### config.mk
export PLATFORM = sky130hd
export DESIGN_NAME = cblpl_seq_flat
export DESIGN_NICKNAME = d
export VERILOG_FILES = /design/src/sv/card_bin_longest_prefix_lookup_assert.svh /design/src/sv/cblpl_pkg.sv /design/src/sv/cblpl_req_if.sv /design/src/sv/cblpl_rsp_if.sv /design/src/sv/cblpl_match.sv /design/src/sv/cblpl_seq.sv /design/src/flat_wrapper.sv
export SDC_FILE = /design/constraint.sdc
export NUM_CORES = 1
export LEC_CHECK = 0
export ABC_AREA = 1
export BUFFER_PORTS_ARGS = -buffer_cell sky130_fd_sc_hd__clkbuf_2
export CAP_MARGIN = 25
export CELL_PAD_IN_SITES_DETAIL_PLACEMENT = 1
export CELL_PAD_IN_SITES_GLOBAL_PLACEMENT = 1
export CORE_AREA = 2 2 145 104
export CTS_CLUSTER_DIAMETER = 200
export DETAILED_ROUTE_END_ITERATION = 12
export DIE_AREA = 0 0 147 106
export GPL_ROUTABILITY_DRIVEN = 0
export PLACE_DENSITY_LB_ADDON = 0.1
export SLEW_MARGIN = 20
export SYNTH_ARGS = -nofsm -noshare
export SYNTH_HDL_FRONTEND = slang
export SYNTH_HIERARCHICAL = 1
export SYNTH_SLANG_ARGS = --single-unit
### constraint.sdc
create_clock -name clk_i -period 2.4 [get_ports clk_i]
set_input_delay 0.48 -clock clk_i [delete_from_list [all_inputs] [get_ports clk_i]]
set_output_delay 0.48 -clock clk_i [all_outputs]
set_load 0.03 [all_outputs]
### src/sv/card_bin_longest_prefix_lookup_assert.svh
// Assertion macros for the BIN lookup block.
`ifndef CARD_BIN_LONGEST_PREFIX_LOOKUP_ASSERT_SVH
`define CARD_BIN_LONGEST_PREFIX_LOOKUP_ASSERT_SVH

// Same-cycle implication.
`define CBLPL_ASSERT_IMP(label, ante, cons, msg) \
  label: assert property (@(posedge clk_i) disable iff (!rst_ni) (ante) |-> (cons)) \
    else $error(msg);

// Next-cycle implication.
`define CBLPL_ASSERT_NXT(label, ante, cons, msg) \
  label: assert property (@(posedge clk_i) disable iff (!rst_ni) (ante) |=> (cons)) \
    else $error(msg);

`endif

### src/sv/cblpl_pkg.sv
package cblpl_pkg;

  localparam int MaxEntries  = 256;
  localparam int DigitCount  = 9;
  localparam int ShortestBin = 6;
  localparam int NibbleW     = 4;
  localparam int DigitsW     = DigitCount * NibbleW;
  localparam int BinLenW     = 4;
  localparam int CardLenW    = 5;
  localparam int IdxW        = 8;
  localparam int CfgW        = 9;
  localparam int OutcomeW    = 2;

  typedef enum logic {
    ACT_WRITE  = 1'b0,
    ACT_LOOKUP = 1'b1
  } action_e;

  typedef enum logic [OutcomeW-1:0] {
    OUT_MATCH   = 2'd0,
    OUT_DEFAULT = 2'd1,
    OUT_NONE    = 2'd2
  } outcome_e;

  typedef enum logic [1:0] {
    ST_IDLE,
    ST_SCAN,
    ST_DONE
  } state_e;

  typedef struct packed {
    logic [DigitsW-1:0] digits;
    logic [BinLenW-1:0] length;
    logic               is_default;
  } entry_t;

  typedef struct packed {
    logic            present;
    logic [IdxW-1:0] slot;
  } dflt_t;

  typedef struct packed {
    logic               hit;
    logic [BinLenW-1:0] length;
  } match_t;

  // Nibble mask covering the leading len digits; zero for lengths that never match.
  function automatic logic [DigitsW-1:0] prefix_mask(logic [BinLenW-1:0] len);
    logic [DigitsW-1:0] m;
    m = '0;
    if (len >= BinLenW'(ShortestBin) && len <= BinLenW'(DigitCount)) begin
      m = {DigitsW{1'b1}} << {BinLenW'(DigitCount) - len, 2'b00};
    end
    return m;
  endfunction

endpackage

### src/sv/cblpl_req_if.sv
interface cblpl_req_if import cblpl_pkg::*; ();
  logic                valid;
  logic                ready;
  logic                action;
  logic [IdxW-1:0]     entry_index;
  logic [DigitsW-1:0]  bin_digits;
  logic [BinLenW-1:0]  bin_length;
  logic                bin_is_default;
  logic [DigitsW-1:0]  card_digits;
  logic [CardLenW-1:0] card_length;

  modport source (
    output valid, action, entry_index, bin_digits, bin_length, bin_is_default,
           card_digits, card_length,
    input  ready
  );
  modport sink (
    input  valid, action, entry_index, bin_digits, bin_length, bin_is_default,
           card_digits, card_length,
    output ready
  );
endinterface

### src/sv/cblpl_rsp_if.sv
interface cblpl_rsp_if import cblpl_pkg::*; ();
  logic                valid;
  logic                ready;
  logic [OutcomeW-1:0] outcome;
  logic [IdxW-1:0]     result_index;
  logic [BinLenW-1:0]  matched_length;

  modport source (output valid, outcome, result_index, matched_length, input ready);
  modport sink (input valid, outcome, result_index, matched_length, output ready);
endinterface

### src/sv/cblpl_match.sv
module cblpl_match import cblpl_pkg::*; (
  input  entry_t              entry_i,
  input  logic [DigitsW-1:0]  card_digits_i,
  input  logic [CardLenW-1:0] card_len_i,
  output match_t              match_o
);

  logic [DigitsW-1:0] mask;
  logic               len_ok;
  logic               fits;

  assign mask   = prefix_mask(entry_i.length);
  assign len_ok = (mask != '0);
  assign fits   = CardLenW'(entry_i.length) <= card_len_i;

  assign match_o.hit    = !entry_i.is_default && len_ok && fits &&
                          (((card_digits_i ^ entry_i.digits) & mask) == '0);
  assign match_o.length = entry_i.length;

endmodule

### src/sv/cblpl_seq.sv
module cblpl_seq import cblpl_pkg::*; #(
  parameter int MAX_ENTRIES = MaxEntries,
  parameter int AW          = 8,
  parameter int CNT_W       = 9
) (
  input  logic            clk_i,
  input  logic            rst_ni,
  cblpl_req_if.sink       req_i,
  cblpl_rsp_if.source     rsp_o,
  input  logic [CfgW-1:0] entries_i,
  input  entry_t          rd_entry_i,
  input  dflt_t           dflt_i,
  output logic            rd_en_o,
  output logic [AW-1:0]   rd_addr_o
);

  state_e              state_q, state_d;
  logic [CNT_W-1:0]    rd_cnt_q, rd_cnt_d;
  logic [CNT_W-1:0]    count_q, count_d;
  logic [CNT_W-1:0]    count_eff;
  logic                pend_q, pend_d;
  logic [IdxW-1:0]     pend_idx_q, pend_idx_d;
  logic [DigitsW-1:0]  card_q, card_d;
  logic [CardLenW-1:0] card_len_q, card_len_d;
  logic [BinLenW-1:0]  best_len_q, best_len_d;
  logic [IdxW-1:0]     best_idx_q, best_idx_d;
  logic                out_valid_q, out_valid_d;
  logic [OutcomeW-1:0] outcome_q, outcome_d;
  logic [IdxW-1:0]     res_idx_q, res_idx_d;
  logic [BinLenW-1:0]  res_len_q, res_len_d;
  logic                lookup_start;
  logic                scan_end;
  logic                load;
  match_t              match;

  cblpl_match u_match (
    .entry_i      (rd_entry_i),
    .card_digits_i(card_q),
    .card_len_i   (card_len_q),
    .match_o      (match)
  );

  assign lookup_start = req_i.valid && req_i.ready && (req_i.action == ACT_LOOKUP);
  assign scan_end     = (rd_cnt_q >= count_q) && !pend_q;
  assign load         = (state_q == ST_DONE) && (!out_valid_q || rsp_o.ready);
  assign count_eff    = (CNT_W'(entries_i) > CNT_W'(MAX_ENTRIES)) ?
                        CNT_W'(MAX_ENTRIES) : CNT_W'(entries_i);

  always_comb begin
    state_d = state_q;
    case (state_q)
      ST_IDLE: begin
        if (lookup_start) state_d = ST_SCAN;
      end
      ST_SCAN: begin
        if (scan_end) state_d = ST_DONE;
      end
      ST_DONE: begin
        if (load) state_d = ST_IDLE;
      end
      default: state_d = ST_IDLE;
    endcase
  end

  always_comb begin
    req_i.ready = (state_q == ST_IDLE);
    rd_en_o     = (state_q == ST_SCAN) && (rd_cnt_q < count_q);
    rd_addr_o   = rd_cnt_q[AW-1:0];
  end

  always_comb begin
    rd_cnt_d   = rd_cnt_q;
    count_d    = count_q;
    pend_d     = pend_q;
    pend_idx_d = pend_idx_q;
    card_d     = card_q;
    card_len_d = card_len_q;
    best_len_d = best_len_q;
    best_idx_d = best_idx_q;
    if (lookup_start) begin
      rd_cnt_d   = '0;
      count_d    = count_eff;
      pend_d     = 1'b0;
      card_d     = req_i.card_digits;
      card_len_d = req_i.card_length;
      best_len_d = '0;
      best_idx_d = '0;
    end else if (state_q == ST_SCAN) begin
      pend_d     = rd_en_o;
      pend_idx_d = IdxW'(rd_cnt_q);
      if (rd_en_o) rd_cnt_d = rd_cnt_q + 1'b1;
      // strictly longer wins, so the earliest of equal length stays
      if (pend_q && match.hit && (match.length > best_len_q)) begin
        best_len_d = match.length;
        best_idx_d = pend_idx_q;
      end
    end
  end

  always_comb begin
    out_valid_d = load || (out_valid_q && !rsp_o.ready);
    outcome_d   = outcome_q;
    res_idx_d   = res_idx_q;
    res_len_d   = res_len_q;
    if (load) begin
      if (best_len_q != '0) begin
        outcome_d = OUT_MATCH;
        res_idx_d = best_idx_q;
        res_len_d = best_len_q;
      end else if (dflt_i.present) begin
        outcome_d = OUT_DEFAULT;
        res_idx_d = dflt_i.slot;
        res_len_d = '0;
      end else begin
        outcome_d = OUT_NONE;
        res_idx_d = '0;
        res_len_d = '0;
      end
    end
  end

  always_ff @(posedge clk_i or negedge rst_ni) begin
    if (!rst_ni) begin
      state_q     <= ST_IDLE;
      rd_cnt_q    <= '0;
      count_q     <= '0;
      pend_q      <= 1'b0;
      out_valid_q <= 1'b0;
    end else begin
      state_q     <= state_d;
      rd_cnt_q    <= rd_cnt_d;
      count_q     <= count_d;
      pend_q      <= pend_d;
      out_valid_q <= out_valid_d;
    end
  end

  always_ff @(posedge clk_i) begin
    pend_idx_q <= pend_idx_d;
    card_q     <= card_d;
    card_len_q <= card_len_d;
    best_len_q <= best_len_d;
    best_idx_q <= best_idx_d;
    outcome_q  <= outcome_d;
    res_idx_q  <= res_idx_d;
    res_len_q  <= res_len_d;
  end

  assign rsp_o.valid          = out_valid_q;
  assign rsp_o.outcome        = outcome_q;
  assign rsp_o.result_index   = res_idx_q;
  assign rsp_o.matched_length = res_len_q;

endmodule

### src/flat_wrapper.sv
// flat-port wrapper written by rule: the top's interface ports become plain ports
module cblpl_seq_flat import cblpl_pkg::*;
#(
  parameter int MAX_ENTRIES = MaxEntries,
  parameter int AW          = 8,
  parameter int CNT_W       = 9
)
  (clk_i, rst_ni, entries_i, rd_entry_i, dflt_i, rd_en_o, rd_addr_o, req_i_valid, req_i_action, req_i_entry_index, req_i_bin_digits, req_i_bin_length, req_i_bin_is_default, req_i_card_digits, req_i_card_length, req_i_ready, rsp_o_valid, rsp_o_outcome, rsp_o_result_index, rsp_o_matched_length, rsp_o_ready);
  cblpl_req_if req_i_i ();
  cblpl_rsp_if rsp_o_i ();
  input  logic clk_i;
  input  logic rst_ni;
  input  logic [CfgW-1:0] entries_i;
  input  entry_t rd_entry_i;
  input  dflt_t dflt_i;
  output logic rd_en_o;
  output logic [AW-1:0] rd_addr_o;
  input wire logic [$bits(req_i_i.valid)-1:0] req_i_valid;
  input wire logic [$bits(req_i_i.action)-1:0] req_i_action;
  input wire logic [$bits(req_i_i.entry_index)-1:0] req_i_entry_index;
  input wire logic [$bits(req_i_i.bin_digits)-1:0] req_i_bin_digits;
  input wire logic [$bits(req_i_i.bin_length)-1:0] req_i_bin_length;
  input wire logic [$bits(req_i_i.bin_is_default)-1:0] req_i_bin_is_default;
  input wire logic [$bits(req_i_i.card_digits)-1:0] req_i_card_digits;
  input wire logic [$bits(req_i_i.card_length)-1:0] req_i_card_length;
  output wire logic [$bits(req_i_i.ready)-1:0] req_i_ready;
  output wire logic [$bits(rsp_o_i.valid)-1:0] rsp_o_valid;
  output wire logic [$bits(rsp_o_i.outcome)-1:0] rsp_o_outcome;
  output wire logic [$bits(rsp_o_i.result_index)-1:0] rsp_o_result_index;
  output wire logic [$bits(rsp_o_i.matched_length)-1:0] rsp_o_matched_length;
  input wire logic [$bits(rsp_o_i.ready)-1:0] rsp_o_ready;
  assign req_i_i.valid = req_i_valid;
  assign req_i_i.action = req_i_action;
  assign req_i_i.entry_index = req_i_entry_index;
  assign req_i_i.bin_digits = req_i_bin_digits;
  assign req_i_i.bin_length = req_i_bin_length;
  assign req_i_i.bin_is_default = req_i_bin_is_default;
  assign req_i_i.card_digits = req_i_card_digits;
  assign req_i_i.card_length = req_i_card_length;
  assign req_i_ready = req_i_i.ready;
  assign rsp_o_valid = rsp_o_i.valid;
  assign rsp_o_outcome = rsp_o_i.outcome;
  assign rsp_o_result_index = rsp_o_i.result_index;
  assign rsp_o_matched_length = rsp_o_i.matched_length;
  assign rsp_o_i.ready = rsp_o_ready;
  cblpl_seq #(.MAX_ENTRIES(MAX_ENTRIES), .AW(AW), .CNT_W(CNT_W)) u_core (.clk_i(clk_i), .rst_ni(rst_ni), .req_i(req_i_i), .rsp_o(rsp_o_i), .entries_i(entries_i), .rd_entry_i(rd_entry_i), .dflt_i(dflt_i), .rd_en_o(rd_en_o), .rd_addr_o(rd_addr_o));
endmodule
==> qor.yml <==
outcome: "complete, no violations"
core_um2: 14400
intPower_mw: 2.84
drt-initial-drc-count: 86
cp.required_ps: 1920
die_width_um: 147
area_delta_synth_final_pct: 26.6
root_buffer: "clkbuf_16"
worstSetupEndpointType: "output port"
switching_power_uw: 915
syn_nets: 766
multi_input_area_um2: 1890
pre_cts_ws_ps: -50.5
share_seq_of_total_power_pct: 49.8
die_h_um: 106
antenna_left: 0
final_cell_mix: "nand2_1, clkbuf_2, nor2_1"
cp-start-kind: "flip-flop"
syn_avg_cell_area_um2: 8.51
area.sequential_um2: 2690
overflow: 0
p_per_area_nw_per_um2: 591
timing.fmax_mhz: 434
worstHoldPathType: "input pin to asynchronous set/reset pin"
rows: 37
fin_skew_ps: 10.6
placed_area_um2: 5920
drive_gt1_share_pct: 26.4
synth_xor_area_share_pct: 1.57
synth_mux_area_share_pct: 0
vias: 4086
synth_compound_area_share_pct: 5.09
finalHoldViolations: 0
finalMaxSlewViolations: 0
netlist_instances: 590
first_pass_iters: 5
drv_cap: 0
track_usage_pct: 16.4
syn_area_um2: 5020
layout_min_cycle_time_ps: 2300
h-tree-depth: 3
wl_per_cell_um: 12.7
synth_simple_gate_area_share_pct: 24.4
grt_max_degree: 35
worstSetupPathType: "flip-flop to output port"
io_pins: 179
final_area_um2: 6350
vdd_drop_max_mv: 0.348
clk_pin_slew_ps: 80
clk_latency_ps: 360
initial_core_util_pct: 35.0
p_comb_share_pct: 9.4
final_common_cell: "nand2_1"
yosys.area.top_type: "edfxtp_1"
crit_fanout: 3
tightest_slew_ps: 592
synth_top_family_by_area: "simple AND/OR/NAND/NOR gates"
clock-sinks: 97
power_leakage_nw: 3.27
nFillCells: 1792
ys_types: 34
hpwl_um: 9250
synth-seq-cells: 97
setup_violations: 0
grt_pass1_vias: 4308
finalCritPeriodShare_pct: 96.0
cts_tree: "built"
switching_share_pct: 24.4
relSlewSlack_pct: 60.5
clk_path_buf_depth: 2
cts.hold.buffers_added: 0
nNetsFinal: 910
port_buffers: 129
pwr-share-clk_pct: 40.8
synthTopCellsByArea: "edfxtp_1, nand2_1, dfrtp_1, nor2_1, inv_1"
ys_seq_area_share_pct: 53.5
wl_um: 11800
yosysTopAreaCellShare_pct: 37.7
numCtsBuffers: 9
antenna_found_initial: 0
yosysWarningCount: 6
fin_ws_ps: 96.1
synthAdderAreaFrac_pct: 5.48
design.die.area_um2: 15600
cp.arrival_ps: 1820
grt_pass1_wl_um: 20200
diodes: 0
viasPerCell: 4.37
post-route-drc-count: 0
cells in the mapped netlist (all sizes together):
cell type  instances
ha                22
inv               92
o211ai             1
and3               1
xnor2              3
nor3b              2
xor2               6
o22ai              1
a21oi             13
clkinv             3
a22o               1
a41oi              1
o21ai             13
dfrtp             22
nand2            161
edfxtp            63
or2                2
buf               18
dfxtp             12
o21bai            12
nor2              98
nand3             33
clkbuf             5
nor4               1
nand4              4
metal layers:
layer | up-vias | track usage, % | part of all wire, %
met3 | 6 | 5.92 | 6.1
met4 | 0 | 3.50 | 0.86
li1 | 2134 | - | -
met5 | - | 0 | 0
met2 | 89 | 27.1 | 45
met1 | 1857 | 20.8 | 48
cells by family (layout without fill, tap and decap cells):
logic type                 Yosys count  after routing
AOI/OAI and AO/OA                   42             42
buffers and inverters              118            267
adders and majority gates           22             22
xor gates and xnor gates             9              9
and+or+nand+nor                    302            302
DFF                                 97             97
critical path, stage by stage (launching register included):
cell,delay [ps]
dfrtp_1,410
ha_1,340
nand2_1,100
nor2_4,140
nand3_2,100
nand3_2,90
clkinv_1,100
buf_4,180
power groups by stage:
stage | clock network [mW] | registers, mW | logic, mW
3_5_place_dp | 0 | 1.91 | 0.358
5_1_grt | 1.65 | 1.88 | 0.423
3_3_place_gp | 0 | 1.91 | 0.338
2_1_floorplan | 0 | 1.90 | 0.208
4_1_cts | 1.60 | 1.87 | 0.361
6_report | 1.53 | 1.87 | 0.352
per-stage QoR:
step,cells,TNS [ps],util [%],hold WS (ps),power [mW]
6_report,934,0,44.3,113,3.76
5_1_grt,934,-7.65,44.3,146,3.95
4_1_cts,931,0,43.8,117,3.83
3_5_place_dp,912,-317,41.2,479,2.27
3_3_place_gp,912,0,41.2,473,2.24
2_1_floorplan,590,0,-,184,2.11
worst paths after layout:
path | cells past startpoint | to | start | slack, ps
min in group clk_i | 1 | u_core/card_q[33]$_DFFE_PP_ | req_i_card_digits[33] | 290
setup reg to reg | 14 | u_core/best_idx_q[3]$_SDFFE_PP0P_ | u_core/card_q[19]$_DFFE_PP_ | 400
hold / removal | 1 | u_core/rd_cnt_q[8]$_DFFE_PN0P_ | rst_ni | 110
setup / recovery | 7 | rd_en_o | u_core/rd_cnt_q[6]$_DFFE_PN0P_ | 100
max in group asynchronous | 1 | u_core/rd_cnt_q[2]$_DFFE_PN0P_ | rst_ni | 1860
hold reg to reg | 2 | u_core/best_idx_q[2]$_SDFFE_PP0P_ | u_core/best_idx_q[2]$_SDFFE_PP0P_ | 490
cell type report:
class / instances / area share [%]
clock buffer: 9 / 3.55
sequential: 97 / 42.3
clock inverter: 7 / 1.50
timing repair buffer: 156 / 13.4
multi-input combinational: 375 / 29.8
inverter: 95 / 5.61
tap: 195 / 3.84
state kept, by name, summed over array words and instances, names as in the netlist:
signal and count:
u_core/card_q 36, u_core/count_q 9, u_core/rd_cnt_q 9, u_core/best_idx_q 8, u_core/pend_idx_q 8, u_core/rsp_o.result_index 8
u_core/card_len_q 5, u_core/best_len_q 4, u_core/rsp_o.matched_length 4, u_core/rsp_o.outcome 2, u_core/state_q 2, u_core/pend_q 1
u_core/rsp_o.valid 1
what timing repair did:
item / CTS / global route
pin swaps: 1 / 3
setup endpoints to repair: 1 / 1
setup buffers: 3 / 3
gates resized for setup: 5 / 10
No activity file was read; power rests on OpenSTA's default activity.
